### src/nstw_pkg.sv
// Package for the number-to-word-token block: beat types, token codes,
// controller states and the controller/datapath command and status structs.
// No dependencies.
package nstw_pkg;

  localparam int unsigned TokW  = 6;
  localparam int unsigned DigN  = 10;
  localparam int unsigned BinW  = 32;
  localparam int unsigned CntW  = 5;

  localparam logic [TokW-1:0] TOK_TENS    = 6'd20;
  localparam logic [TokW-1:0] TOK_ORD     = 6'd28;
  localparam logic [TokW-1:0] TOK_ORDTENS = 6'd48;
  localparam logic [TokW-1:0] TOK_MINUS   = 6'd56;
  localparam logic [TokW-1:0] TOK_INFIN   = 6'd57;
  localparam logic [TokW-1:0] TOK_BILLION = 6'd58;
  localparam logic [TokW-1:0] TOK_MILLION = 6'd59;
  localparam logic [TokW-1:0] TOK_THOUS   = 6'd60;
  localparam logic [TokW-1:0] TOK_HUNDRED = 6'd61;
  localparam logic [TokW-1:0] TOK_AND     = 6'd62;

  // digit groups: billions, millions, thousands, low three digits
  localparam logic [1:0] GRP_BIL = 2'd0;
  localparam logic [1:0] GRP_MIL = 2'd1;
  localparam logic [1:0] GRP_THO = 2'd2;
  localparam logic [1:0] GRP_LOW = 2'd3;

  typedef struct packed {
    logic               kind;
    logic signed [31:0] number;
  } in_t;

  typedef struct packed {
    logic [TokW-1:0] word_token;
    logic            last_word;
  } out_t;

  typedef enum logic [3:0] {
    ST_IDLE,
    ST_CONV,
    ST_START,
    ST_INF,
    ST_GRP,
    ST_HUND,
    ST_TENS,
    ST_UNITS,
    ST_SCALE,
    ST_AND,
    ST_FLUSH
  } state_e;

  typedef enum logic [2:0] {
    TS_MINUS,
    TS_INFIN,
    TS_HUNDW,
    TS_HUNDRED,
    TS_TENS,
    TS_UNITS,
    TS_SCALE,
    TS_AND
  } tok_sel_e;

  typedef struct packed {
    logic       load;
    logic       conv;
    logic       emit;
    logic       flush;
    tok_sel_e   tok;
    logic [1:0] grp;
  } dp_cmd_t;

  typedef struct packed {
    logic       conv_last;
    logic       neg;
    logic       minval;
    logic       go;
    logic [4:0] h;
    logic [3:0] t;
    logic [3:0] u;
    logic       grp_nz;
    logic       rest_zero;
    logic       rest_lt100;
  } dp_sts_t;

endpackage

### src/number_to_spoken_word_tokens_core.sv
// Number to English word tokens, top level. Joins nstw_ctrl and nstw_dp.
// The first beat follows a 32-step serial BCD conversion of the accepted number.
// One number at a time: the next number is taken in the cycle after the final beat
// enters the output register.
// Reset (rst_ni, async, active low) clears the controller and the valid flags.
module number_to_spoken_word_tokens_core (
  input  logic           clk_i,
  input  logic           rst_ni,
  input  logic           in_valid_i,
  output logic           in_stall_o,
  input  nstw_pkg::in_t  in_data_i,
  output logic           out_valid_o,
  input  logic           out_stall_i,
  output nstw_pkg::out_t out_data_o
);
  import nstw_pkg::*;

  dp_cmd_t cmd;
  dp_sts_t sts;

  nstw_ctrl u_ctrl (
    .clk_i      (clk_i),
    .rst_ni     (rst_ni),
    .in_valid_i (in_valid_i),
    .in_stall_o (in_stall_o),
    .sts_i      (sts),
    .cmd_o      (cmd)
  );

  nstw_dp u_dp (
    .clk_i       (clk_i),
    .rst_ni      (rst_ni),
    .cmd_i       (cmd),
    .sts_o       (sts),
    .in_data_i   (in_data_i),
    .out_stall_i (out_stall_i),
    .out_valid_o (out_valid_o),
    .out_data_o  (out_data_o)
  );

endmodule

### src/nstw_dp.sv
// Datapath: serial binary-to-BCD conversion, digit group selection, token
// formation, one-token hold stage and output register.
// Depends on nstw_pkg.
module nstw_dp (
  input  logic             clk_i,
  input  logic             rst_ni,
  input  nstw_pkg::dp_cmd_t cmd_i,
  output nstw_pkg::dp_sts_t sts_o,
  input  nstw_pkg::in_t    in_data_i,
  input  logic             out_stall_i,
  output logic             out_valid_o,
  output nstw_pkg::out_t   out_data_o
);
  import nstw_pkg::*;

  logic [BinW-1:0]   bin_q, bin_d;
  logic [4*DigN-1:0] bcd_q, bcd_d, bcd_adj;
  logic [CntW-1:0]   cnt_q, cnt_d;
  logic              neg_q, neg_d, minv_q, minv_d, ord_q, ord_d;
  logic [TokW-1:0]   pend_q, pend_d;
  logic              pend_v_q, pend_v_d;
  out_t              out_q, out_d;
  logic              out_v_q, out_v_d;

  logic [BinW-1:0]   raw, mag;
  logic [3:0]        dig [DigN];
  logic [DigN-1:0]   z;
  logic              t_is1, t_ge2, thou;
  logic              ordx, out_free;
  logic [TokW-1:0]   tok, ubase;

  assign raw = BinW'(in_data_i.number);
  assign mag = raw[BinW-1] ? (~raw + BinW'(1)) : raw;

  always_comb begin
    for (int k = 0; k < DigN; k++) begin
      dig[k] = bcd_q[4*k +: 4];
      z[k]   = (dig[k] == 4'd0);
      bcd_adj[4*k +: 4] = (dig[k] >= 4'd5) ? (dig[k] + 4'd3) : dig[k];
    end
  end

  assign t_is1 = z[5] & z[4] & (dig[3] == 4'd1);
  assign t_ge2 = !z[5] | !z[4] | (dig[3] >= 4'd2);
  assign thou  = t_ge2 | (t_is1 & z[2]);

  always_comb begin
    sts_o            = '0;
    sts_o.conv_last  = (cnt_q == {CntW{1'b1}});
    sts_o.neg        = neg_q;
    sts_o.minval     = minv_q;
    out_free         = !out_v_q || !out_stall_i;
    sts_o.go         = !pend_v_q || out_free;
    unique case (cmd_i.grp)
      GRP_BIL: begin
        sts_o.u          = dig[9];
        sts_o.grp_nz     = !z[9];
        sts_o.rest_zero  = &z[8:0];
        sts_o.rest_lt100 = &z[8:2];
      end
      GRP_MIL: begin
        sts_o.h          = {1'b0, dig[8]};
        sts_o.t          = dig[7];
        sts_o.u          = dig[6];
        sts_o.grp_nz     = !(z[8] & z[7] & z[6]);
        sts_o.rest_zero  = &z[5:0];
        sts_o.rest_lt100 = &z[5:2];
      end
      GRP_THO: begin
        sts_o.h          = {1'b0, dig[5]};
        sts_o.t          = dig[4];
        sts_o.u          = dig[3];
        sts_o.grp_nz     = thou;
        sts_o.rest_zero  = &z[2:0];
        sts_o.rest_lt100 = z[2];
      end
      default: begin
        // eleven..nineteen hundred when the thousands group is not spoken
        sts_o.h      = (t_is1 && !z[2]) ? (5'd10 + {1'b0, dig[2]}) : {1'b0, dig[2]};
        sts_o.t      = dig[1];
        sts_o.u      = dig[0];
        sts_o.grp_nz = 1'b1;
      end
    endcase
  end

  assign ordx  = ord_q && (cmd_i.grp == GRP_LOW);
  assign ubase = (sts_o.t == 4'd1) ? (6'd10 + {2'b00, sts_o.u}) : {2'b00, sts_o.u};

  always_comb begin
    unique case (cmd_i.tok)
      TS_MINUS:   tok = TOK_MINUS;
      TS_INFIN:   tok = TOK_INFIN;
      TS_HUNDW:   tok = {1'b0, sts_o.h};
      TS_HUNDRED: tok = TOK_HUNDRED;
      TS_TENS:    tok = ((ordx && sts_o.u == 4'd0) ? TOK_ORDTENS : TOK_TENS)
                        + {2'b00, sts_o.t} - 6'd2;
      TS_UNITS:   tok = ordx ? (TOK_ORD + ubase) : ubase;
      TS_SCALE:   tok = TOK_BILLION + {4'b0000, cmd_i.grp};
      TS_AND:     tok = TOK_AND;
      default:    tok = TOK_AND;
    endcase
  end

  always_comb begin
    bin_d  = bin_q;
    bcd_d  = bcd_q;
    cnt_d  = cnt_q;
    neg_d  = neg_q;
    minv_d = minv_q;
    ord_d  = ord_q;
    if (cmd_i.load) begin
      bin_d  = mag;
      bcd_d  = '0;
      cnt_d  = '0;
      neg_d  = raw[BinW-1];
      minv_d = raw[BinW-1] && (raw[BinW-2:0] == '0);
      ord_d  = in_data_i.kind;
    end else if (cmd_i.conv) begin
      bcd_d = {bcd_adj[4*DigN-2:0], bin_q[BinW-1]};
      bin_d = {bin_q[BinW-2:0], 1'b0};
      cnt_d = cnt_q + CntW'(1);
    end
  end

  always_comb begin
    pend_d   = pend_q;
    pend_v_d = pend_v_q;
    out_d    = out_q;
    out_v_d  = out_v_q && out_stall_i;
    if (cmd_i.flush) begin
      out_d    = '{word_token: pend_q, last_word: 1'b1};
      out_v_d  = 1'b1;
      pend_v_d = 1'b0;
    end else if (cmd_i.emit) begin
      pend_d   = tok;
      pend_v_d = 1'b1;
      if (pend_v_q) begin
        out_d   = '{word_token: pend_q, last_word: 1'b0};
        out_v_d = 1'b1;
      end
    end
  end

  always_ff @(posedge clk_i or negedge rst_ni) begin
    if (!rst_ni) begin
      pend_v_q <= 1'b0;
      out_v_q  <= 1'b0;
    end else begin
      pend_v_q <= pend_v_d;
      out_v_q  <= out_v_d;
    end
  end

  always_ff @(posedge clk_i) begin
    bin_q  <= bin_d;
    bcd_q  <= bcd_d;
    cnt_q  <= cnt_d;
    neg_q  <= neg_d;
    minv_q <= minv_d;
    ord_q  <= ord_d;
    pend_q <= pend_d;
    out_q  <= out_d;
  end

  assign out_valid_o = out_v_q;
  assign out_data_o  = out_q;

endmodule

### src/nstw_ctrl.sv
// Controller: walks the digit groups and sequences the word tokens of one
// number. Issues commands to nstw_dp. Depends on nstw_pkg.
module nstw_ctrl (
  input  logic              clk_i,
  input  logic              rst_ni,
  input  logic              in_valid_i,
  output logic              in_stall_o,
  input  nstw_pkg::dp_sts_t sts_i,
  output nstw_pkg::dp_cmd_t cmd_o
);
  import nstw_pkg::*;

  state_e     state_q, state_d;
  logic [1:0] grp_q, grp_d;
  state_e     grp_end;

  assign grp_end = (grp_q == GRP_LOW) ? ST_FLUSH : ST_SCALE;

  always_ff @(posedge clk_i or negedge rst_ni) begin
    if (!rst_ni) begin
      state_q <= ST_IDLE;
      grp_q   <= GRP_BIL;
    end else begin
      state_q <= state_d;
      grp_q   <= grp_d;
    end
  end

  always_comb begin
    state_d    = state_q;
    grp_d      = grp_q;
    in_stall_o = 1'b1;
    cmd_o      = '{load: 1'b0, conv: 1'b0, emit: 1'b0, flush: 1'b0,
                   tok: TS_UNITS, grp: grp_q};
    unique case (state_q)
      ST_IDLE: begin
        in_stall_o = 1'b0;
        if (in_valid_i) begin
          cmd_o.load = 1'b1;
          state_d    = ST_CONV;
        end
      end
      ST_CONV: begin
        cmd_o.conv = 1'b1;
        if (sts_i.conv_last) state_d = ST_START;
      end
      ST_START: begin
        if (sts_i.go) begin
          grp_d = GRP_BIL;
          if (sts_i.neg) begin
            cmd_o.emit = 1'b1;
            cmd_o.tok  = TS_MINUS;
          end
          state_d = sts_i.minval ? ST_INF : ST_GRP;
        end
      end
      ST_INF: begin
        if (sts_i.go) begin
          cmd_o.emit = 1'b1;
          cmd_o.tok  = TS_INFIN;
          state_d    = ST_FLUSH;
        end
      end
      ST_GRP: begin
        if (!sts_i.grp_nz) begin
          grp_d = grp_q + 2'd1;
        end else if (sts_i.h != 5'd0) begin
          if (sts_i.go) begin
            cmd_o.emit = 1'b1;
            cmd_o.tok  = TS_HUNDW;
            state_d    = ST_HUND;
          end
        end else begin
          state_d = ST_TENS;
        end
      end
      ST_HUND: begin
        if (sts_i.go) begin
          cmd_o.emit = 1'b1;
          cmd_o.tok  = TS_HUNDRED;
          state_d    = (sts_i.t == 4'd0 && sts_i.u == 4'd0) ? grp_end : ST_TENS;
        end
      end
      ST_TENS: begin
        if (sts_i.go) begin
          cmd_o.emit = 1'b1;
          if (sts_i.t >= 4'd2) begin
            cmd_o.tok = TS_TENS;
            state_d   = (sts_i.u == 4'd0) ? grp_end : ST_UNITS;
          end else begin
            cmd_o.tok = TS_UNITS;
            state_d   = grp_end;
          end
        end
      end
      ST_UNITS: begin
        if (sts_i.go) begin
          cmd_o.emit = 1'b1;
          cmd_o.tok  = TS_UNITS;
          state_d    = grp_end;
        end
      end
      ST_SCALE: begin
        if (sts_i.go) begin
          cmd_o.emit = 1'b1;
          cmd_o.tok  = TS_SCALE;
          if (sts_i.rest_zero) begin
            state_d = ST_FLUSH;
          end else if (sts_i.rest_lt100) begin
            state_d = ST_AND;
          end else begin
            grp_d   = grp_q + 2'd1;
            state_d = ST_GRP;
          end
        end
      end
      ST_AND: begin
        if (sts_i.go) begin
          cmd_o.emit = 1'b1;
          cmd_o.tok  = TS_AND;
          grp_d      = grp_q + 2'd1;
          state_d    = ST_GRP;
        end
      end
      ST_FLUSH: begin
        if (sts_i.go) begin
          cmd_o.flush = 1'b1;
          state_d     = ST_IDLE;
        end
      end
      default: state_d = ST_IDLE;
    endcase
  end

endmodule

### config.mk
export PLATFORM = sky130hd
export DESIGN_NAME = number_to_spoken_word_tokens_core
export DESIGN_NICKNAME = d
export VERILOG_FILES = /design/src/nstw_pkg.sv /design/src/number_to_spoken_word_tokens_core.sv /design/src/nstw_dp.sv /design/src/nstw_ctrl.sv
export SDC_FILE = /design/constraint.sdc
export NUM_CORES = 1
export LEC_CHECK = 0
export BUFFER_PORTS_ARGS = -buffer_cell sky130_fd_sc_hd__buf_2
export CORE_MARGIN = 2
export CORE_UTILIZATION = 65
export DETAILED_ROUTE_END_ITERATION = 10
export MAX_ROUTING_LAYER = met4
export PLACE_DENSITY_LB_ADDON = 0.25
export REMOVE_ABC_BUFFERS = 1
export SLEW_MARGIN = 20
export SYNTH_ARGS = -nofsm -noshare
export SYNTH_HDL_FRONTEND = slang
export SYNTH_HIERARCHICAL = 1
export SYNTH_SLANG_ARGS = --single-unit
### constraint.sdc
create_clock -name clk_i -period 7 [get_ports clk_i]
set_clock_uncertainty 0.15 [all_clocks]
set_input_delay 0.7 -clock clk_i [delete_from_list [all_inputs] [get_ports clk_i]]
set_output_delay 0.7 -clock clk_i [all_outputs]
set_load 0.02 [all_outputs]
==> summary.txt <==
GRT
  – Largest net degree at the start of global routing: between 100 and 150
  – Number of global-route vias before repair: around 5600
  – All-layer global routing usage: 28.9%
  – Wire length of the first global-routing pass: 26100 um
  – Overflow left after global routing: 0
  – Antenna violations before repair: 0

Routing
  – 1st-iter DRT viols: slightly above 400
  – Overall routed net length: 15900 um
  – DR vias/cell: ~6.2
  – Number of iterations in the first detailed-routing pass: 5
  – Remaining antenna violation count after routing: 0
  – Drt wl/cell: between 15 and 20 um
  – Remaining design rule violation count: 0
  – Via count of the routed design: around 6000

Synth
  – Average instance area after synthesis: 9.05 sq um
  – Cell taking the most area after synthesis: sky130_fd_sc_hd__edfxtp_1
  – Most area-consuming cells after synthesis: sky130_fd_sc_hd__edfxtp_1 20%, sky130_fd_sc_hd__dfxtp_1 13%, sky130_fd_sc_hd__ha_1 7.0%
  – Number of warnings issued by yosys: 6
  – Sequential element share of the synthesized area: between 30% and 40%
  – EDFF count, synth: 47
  – Cell variety after synth: 85
  – Number of instances in the synthesized netlist: 794
  – Flip-flop cell with the highest count after synthesis: sky130_fd_sc_hd__edfxtp_1
  – Synth Register Bits: approximately 100
  – Syn Std Cell Area: about 7200 sq um
  – Top cell type's share of synthesized area: about a fifth
  – Synth async-reset ratio: under 10%

Timing
  – Final hold violation count: 0
  – Final sum of negative setup slack: 0 ns
  – Timing-limited maximum frequency: 208 MHz
  – Unrepaired setup endpoints after global routing: no
  – Worst relative slew slack: between 20% and 30%
  – Setup ws final: between 2 and 2.5 ns
  – Final min period: between 4 and 5 ns
  – Number of setup violations in the final report: 0
  – Tcrit/Tclk final: between 60% and 70%
  – Slew at the pin closest to its max-slew limit: 1.08 ns
  – Max-slew violations: 0

Final layout
  – Relative area change from synthesis to final layout: 5.45%
  – Final-stage net count: 890
  – Design area: between 7000 and 8000 sq um
  – Fraction of layout cells with a size suffix above 1: approximately an eighth
  – Core occupancy in the finished layout: a little over two thirds
  – Final cell count without fillers: ~960
  – Number of diodes: 0

Place
  – Last weighted congestion value of the routability-driven placer: between 0.9 and 1
  – Post-place setup slack: 2.27 ns
  – HPWL Detailed: approximately 12000 um
  – Number of port buffers: 45
  – Number of instances in the placed design: 940
  – Area after DPL: 7400 sq um

CTS
  – # Post-CTS Setup Buffers: 0
  – Num Clock Sinks: ~100
  – Root buf cell: sky130_fd_sc_hd__clkbuf_8
  – Clk buf depth: 2
  – Register clock-pin slew on the reported worst setup and hold paths: about 0.10 ns
  – H-tree Lvls: 3
  – CTS tree: yes
  – Clock latency on the worst-skew pair: ~0.38 ns
  – CTS buffer count: 9

Setup path
  – Critical path capture point type: flip-flop
  – Crit path max fanout: 10
  – Arrival time reported for the critical path endpoint: slightly below 5 ns
  – Critical path class: flip-flop to flip-flop
  – Beginning of the critical path: u_dp/bcd_q[9]
  – Startpoint of the worst register-to-register path: u_dp/bcd_q[9]
  – CP Launch Type: flip-flop
  – Critical path data required time: around 7.1 ns

Die
  – Height of the die: roughly 110 um
  – Core area: 10800 sq um
  – Initial standard-cell utilization of the core: between 60% and 70%
  – Top-level port count: 46
  – Cell Rows: 38
  – Full die area: 11900 sq um
  – Horizontal die dimension: approximately 110 um

Outcome
  – Outcome: finished, final reports clean

Hold path
  – Critical hold path startpoint: u_dp/out_data_o[0]
  – Path class of the lowest-slack min-delay path: flip-flop to flip-flop

Pwr
  – Maximum vdd drop: around 0.28 mV
  – Total leakage power: between 2 and 3 nW
  – PwrDens: roughly 400 nW/um^2

Flow run
  – # Max-Cap Violations: 0
==> per-stage QoR <==
step           hold slack, ns  total power (W)
2_1_floorplan           0.254          0.00226
3_3_place_gp            0.288          0.00259
3_5_place_dp            0.313          0.00267
4_1_cts                 0.325          0.00300
5_1_grt                 0.328          0.00323
6_report                0.335          0.00300
==> metal layers <==
metal / up-vias / track usage [%] / share of wire [%]
met2: 168 / 47.2 / 49
met3: 42 / 4.60 / 4.7
met1: 2844 / 34.8 / 43
met4: 0 / 14.1 / 3.3
li1: 2904 / - / -
met5: - / - / 0
==> critical path, cell delays in order (launching register included) <==
cell	delay (ns)
sky130_fd_sc_hd__dfxtp_1	0.39
sky130_fd_sc_hd__inv_1	0.16
sky130_fd_sc_hd__ha_1	0.16
sky130_fd_sc_hd__nor3b_1	0.55
sky130_fd_sc_hd__nor2_1	0.08
sky130_fd_sc_hd__mux2_2	0.29
sky130_fd_sc_hd__a222oi_1	0.32
sky130_fd_sc_hd__inv_1	0.07
sky130_fd_sc_hd__nor4_1	0.34
sky130_fd_sc_hd__and2_1	0.27
sky130_fd_sc_hd__o31ai_1	0.08
sky130_fd_sc_hd__a211oi_1	0.27
sky130_fd_sc_hd__or3b_1	0.31
sky130_fd_sc_hd__inv_1	0.14
sky130_fd_sc_hd__or2_2	0.33
sky130_fd_sc_hd__nor2_1	0.20
sky130_fd_sc_hd__or4b_1	0.46
sky130_fd_sc_hd__nand3_1	0.10
==> state kept, by name, indices dropped and copies added (netlist names) <==
register	count
u_dp/ord_q	1
u_dp/neg_q	1
u_dp/cnt_q	5
u_dp/out_valid_o	1
u_dp/bcd_q	40
u_dp/minv_q	1
u_ctrl/grp_q	2
u_dp/pend_v_q	1
u_ctrl/state_q	4
u_dp/pend_q	6
u_dp/bin_q	32
u_dp/out_data_o	7
==> cell families after synthesis <==
| logic type | share of synthesized area (%) |
|---|---|
| simple gates | 21.3 |
| mux | 6.51 |
| compound gates | 18.2 |
| flops | 35.2 |
| xor+xnor | 6.22 |
| buf+inv | 5.22 |
| fa+ha+maj | 7.24 |
==> Yosys cell counts (3+ instances only) <==
library cell and count:
sky130_fd_sc_hd__or3_1 9, sky130_fd_sc_hd__buf_4 4, sky130_fd_sc_hd__xnor2_1 32, sky130_fd_sc_hd__mux2i_1 25, sky130_fd_sc_hd__and2_1 5, sky130_fd_sc_hd__a21o_1 10
sky130_fd_sc_hd__nand2b_1 33, sky130_fd_sc_hd__dfrtp_1 8, sky130_fd_sc_hd__clkbuf_1 27, sky130_fd_sc_hd__dfxtp_1 46, sky130_fd_sc_hd__a21oi_1 73, sky130_fd_sc_hd__buf_6 4
sky130_fd_sc_hd__edfxtp_1 47, sky130_fd_sc_hd__xor2_1 19, sky130_fd_sc_hd__o21ai_0 38, sky130_fd_sc_hd__nor2_1 82, sky130_fd_sc_hd__nor3b_1 4, sky130_fd_sc_hd__mux4_2 4
sky130_fd_sc_hd__a31oi_1 12, sky130_fd_sc_hd__nand4b_1 3, sky130_fd_sc_hd__a41oi_1 4, sky130_fd_sc_hd__and3_1 5, sky130_fd_sc_hd__o211ai_1 17, sky130_fd_sc_hd__nand3b_1 4
sky130_fd_sc_hd__ha_1 40, sky130_fd_sc_hd__nand3_1 30, sky130_fd_sc_hd__inv_1 41, sky130_fd_sc_hd__nor3_1 9, sky130_fd_sc_hd__mux2_2 4, sky130_fd_sc_hd__o311ai_0 3
sky130_fd_sc_hd__a211oi_1 5, sky130_fd_sc_hd__nand2_1 40, sky130_fd_sc_hd__or2_2 4, sky130_fd_sc_hd__mux2_4 4, sky130_fd_sc_hd__o31ai_1 7, sky130_fd_sc_hd__nor4_1 8
sky130_fd_sc_hd__buf_2 5, sky130_fd_sc_hd__or4_1 5, sky130_fd_sc_hd__nor2b_1 13
==> worst paths after layout <==
kind	endpoint	slack (ns)	cells after the start
setup reg to reg	u_dp/pend_q[3]	2.19	17
min in group asynchronous	u_ctrl/state_q[1]	0.55	2
hold reg to reg	u_dp/out_data_o[0]	0.33	1
max in group asynchronous	u_ctrl/grp_q[0]	5.97	2
setup / recovery	u_dp/pend_q[3]	2.19	17
hold / removal	u_dp/out_data_o[0]	0.33	1
==> layout by cell type (no fill, tap or decap), types with 5 or more instances in the layout <==
master / n
sky130_fd_sc_hd__nor2_1: 82
sky130_fd_sc_hd__a21oi_1: 73
sky130_fd_sc_hd__edfxtp_1: 47
sky130_fd_sc_hd__dfxtp_1: 46
sky130_fd_sc_hd__buf_2: 45
sky130_fd_sc_hd__inv_1: 41
sky130_fd_sc_hd__nand2_1: 40
sky130_fd_sc_hd__ha_1: 40
sky130_fd_sc_hd__o21ai_0: 38
sky130_fd_sc_hd__nand2b_1: 33
sky130_fd_sc_hd__xnor2_1: 32
sky130_fd_sc_hd__nand3_1: 30
sky130_fd_sc_hd__mux2i_1: 25
sky130_fd_sc_hd__xor2_1: 19
sky130_fd_sc_hd__o211ai_1: 17
sky130_fd_sc_hd__nor2b_1: 13
sky130_fd_sc_hd__a31oi_1: 12
sky130_fd_sc_hd__a21o_1: 10
sky130_fd_sc_hd__clkbuf_8: 9
sky130_fd_sc_hd__or3_1: 9
sky130_fd_sc_hd__nor4_1: 8
sky130_fd_sc_hd__nor3_1: 8
sky130_fd_sc_hd__dfrtp_1: 8
sky130_fd_sc_hd__o31ai_1: 7
sky130_fd_sc_hd__and2_1: 5
sky130_fd_sc_hd__a211oi_1: 5
sky130_fd_sc_hd__or4_1: 5
==> what timing repair did <==
| action | CTS | global route |
|---|---|---|
| endpoints found under the hold margin | 8 | 0 |
| resized for setup | 0 | 0 |
| hold buffers | 1 | 0 |
==> report_power, final <==
part / total, W / switching [W] / internal (W)
Combinational: 0.00147 / 0.000887 / 0.000587
Clock: 0.000329 / 0.000200 / 0.000129
Sequential: 0.00119 / 0.000255 / 0.000938
==> final cells by class <==
type	instances	area (sq um)
flip-flops and latches	101	2530
repair buffers	49	258
clock inverters	6	38.8
clock buffers	10	128
fillers	861	3220
inverters	42	158
multi-input cells	609	4290
well taps	140	175
Power figures use the tool's default switching activity.
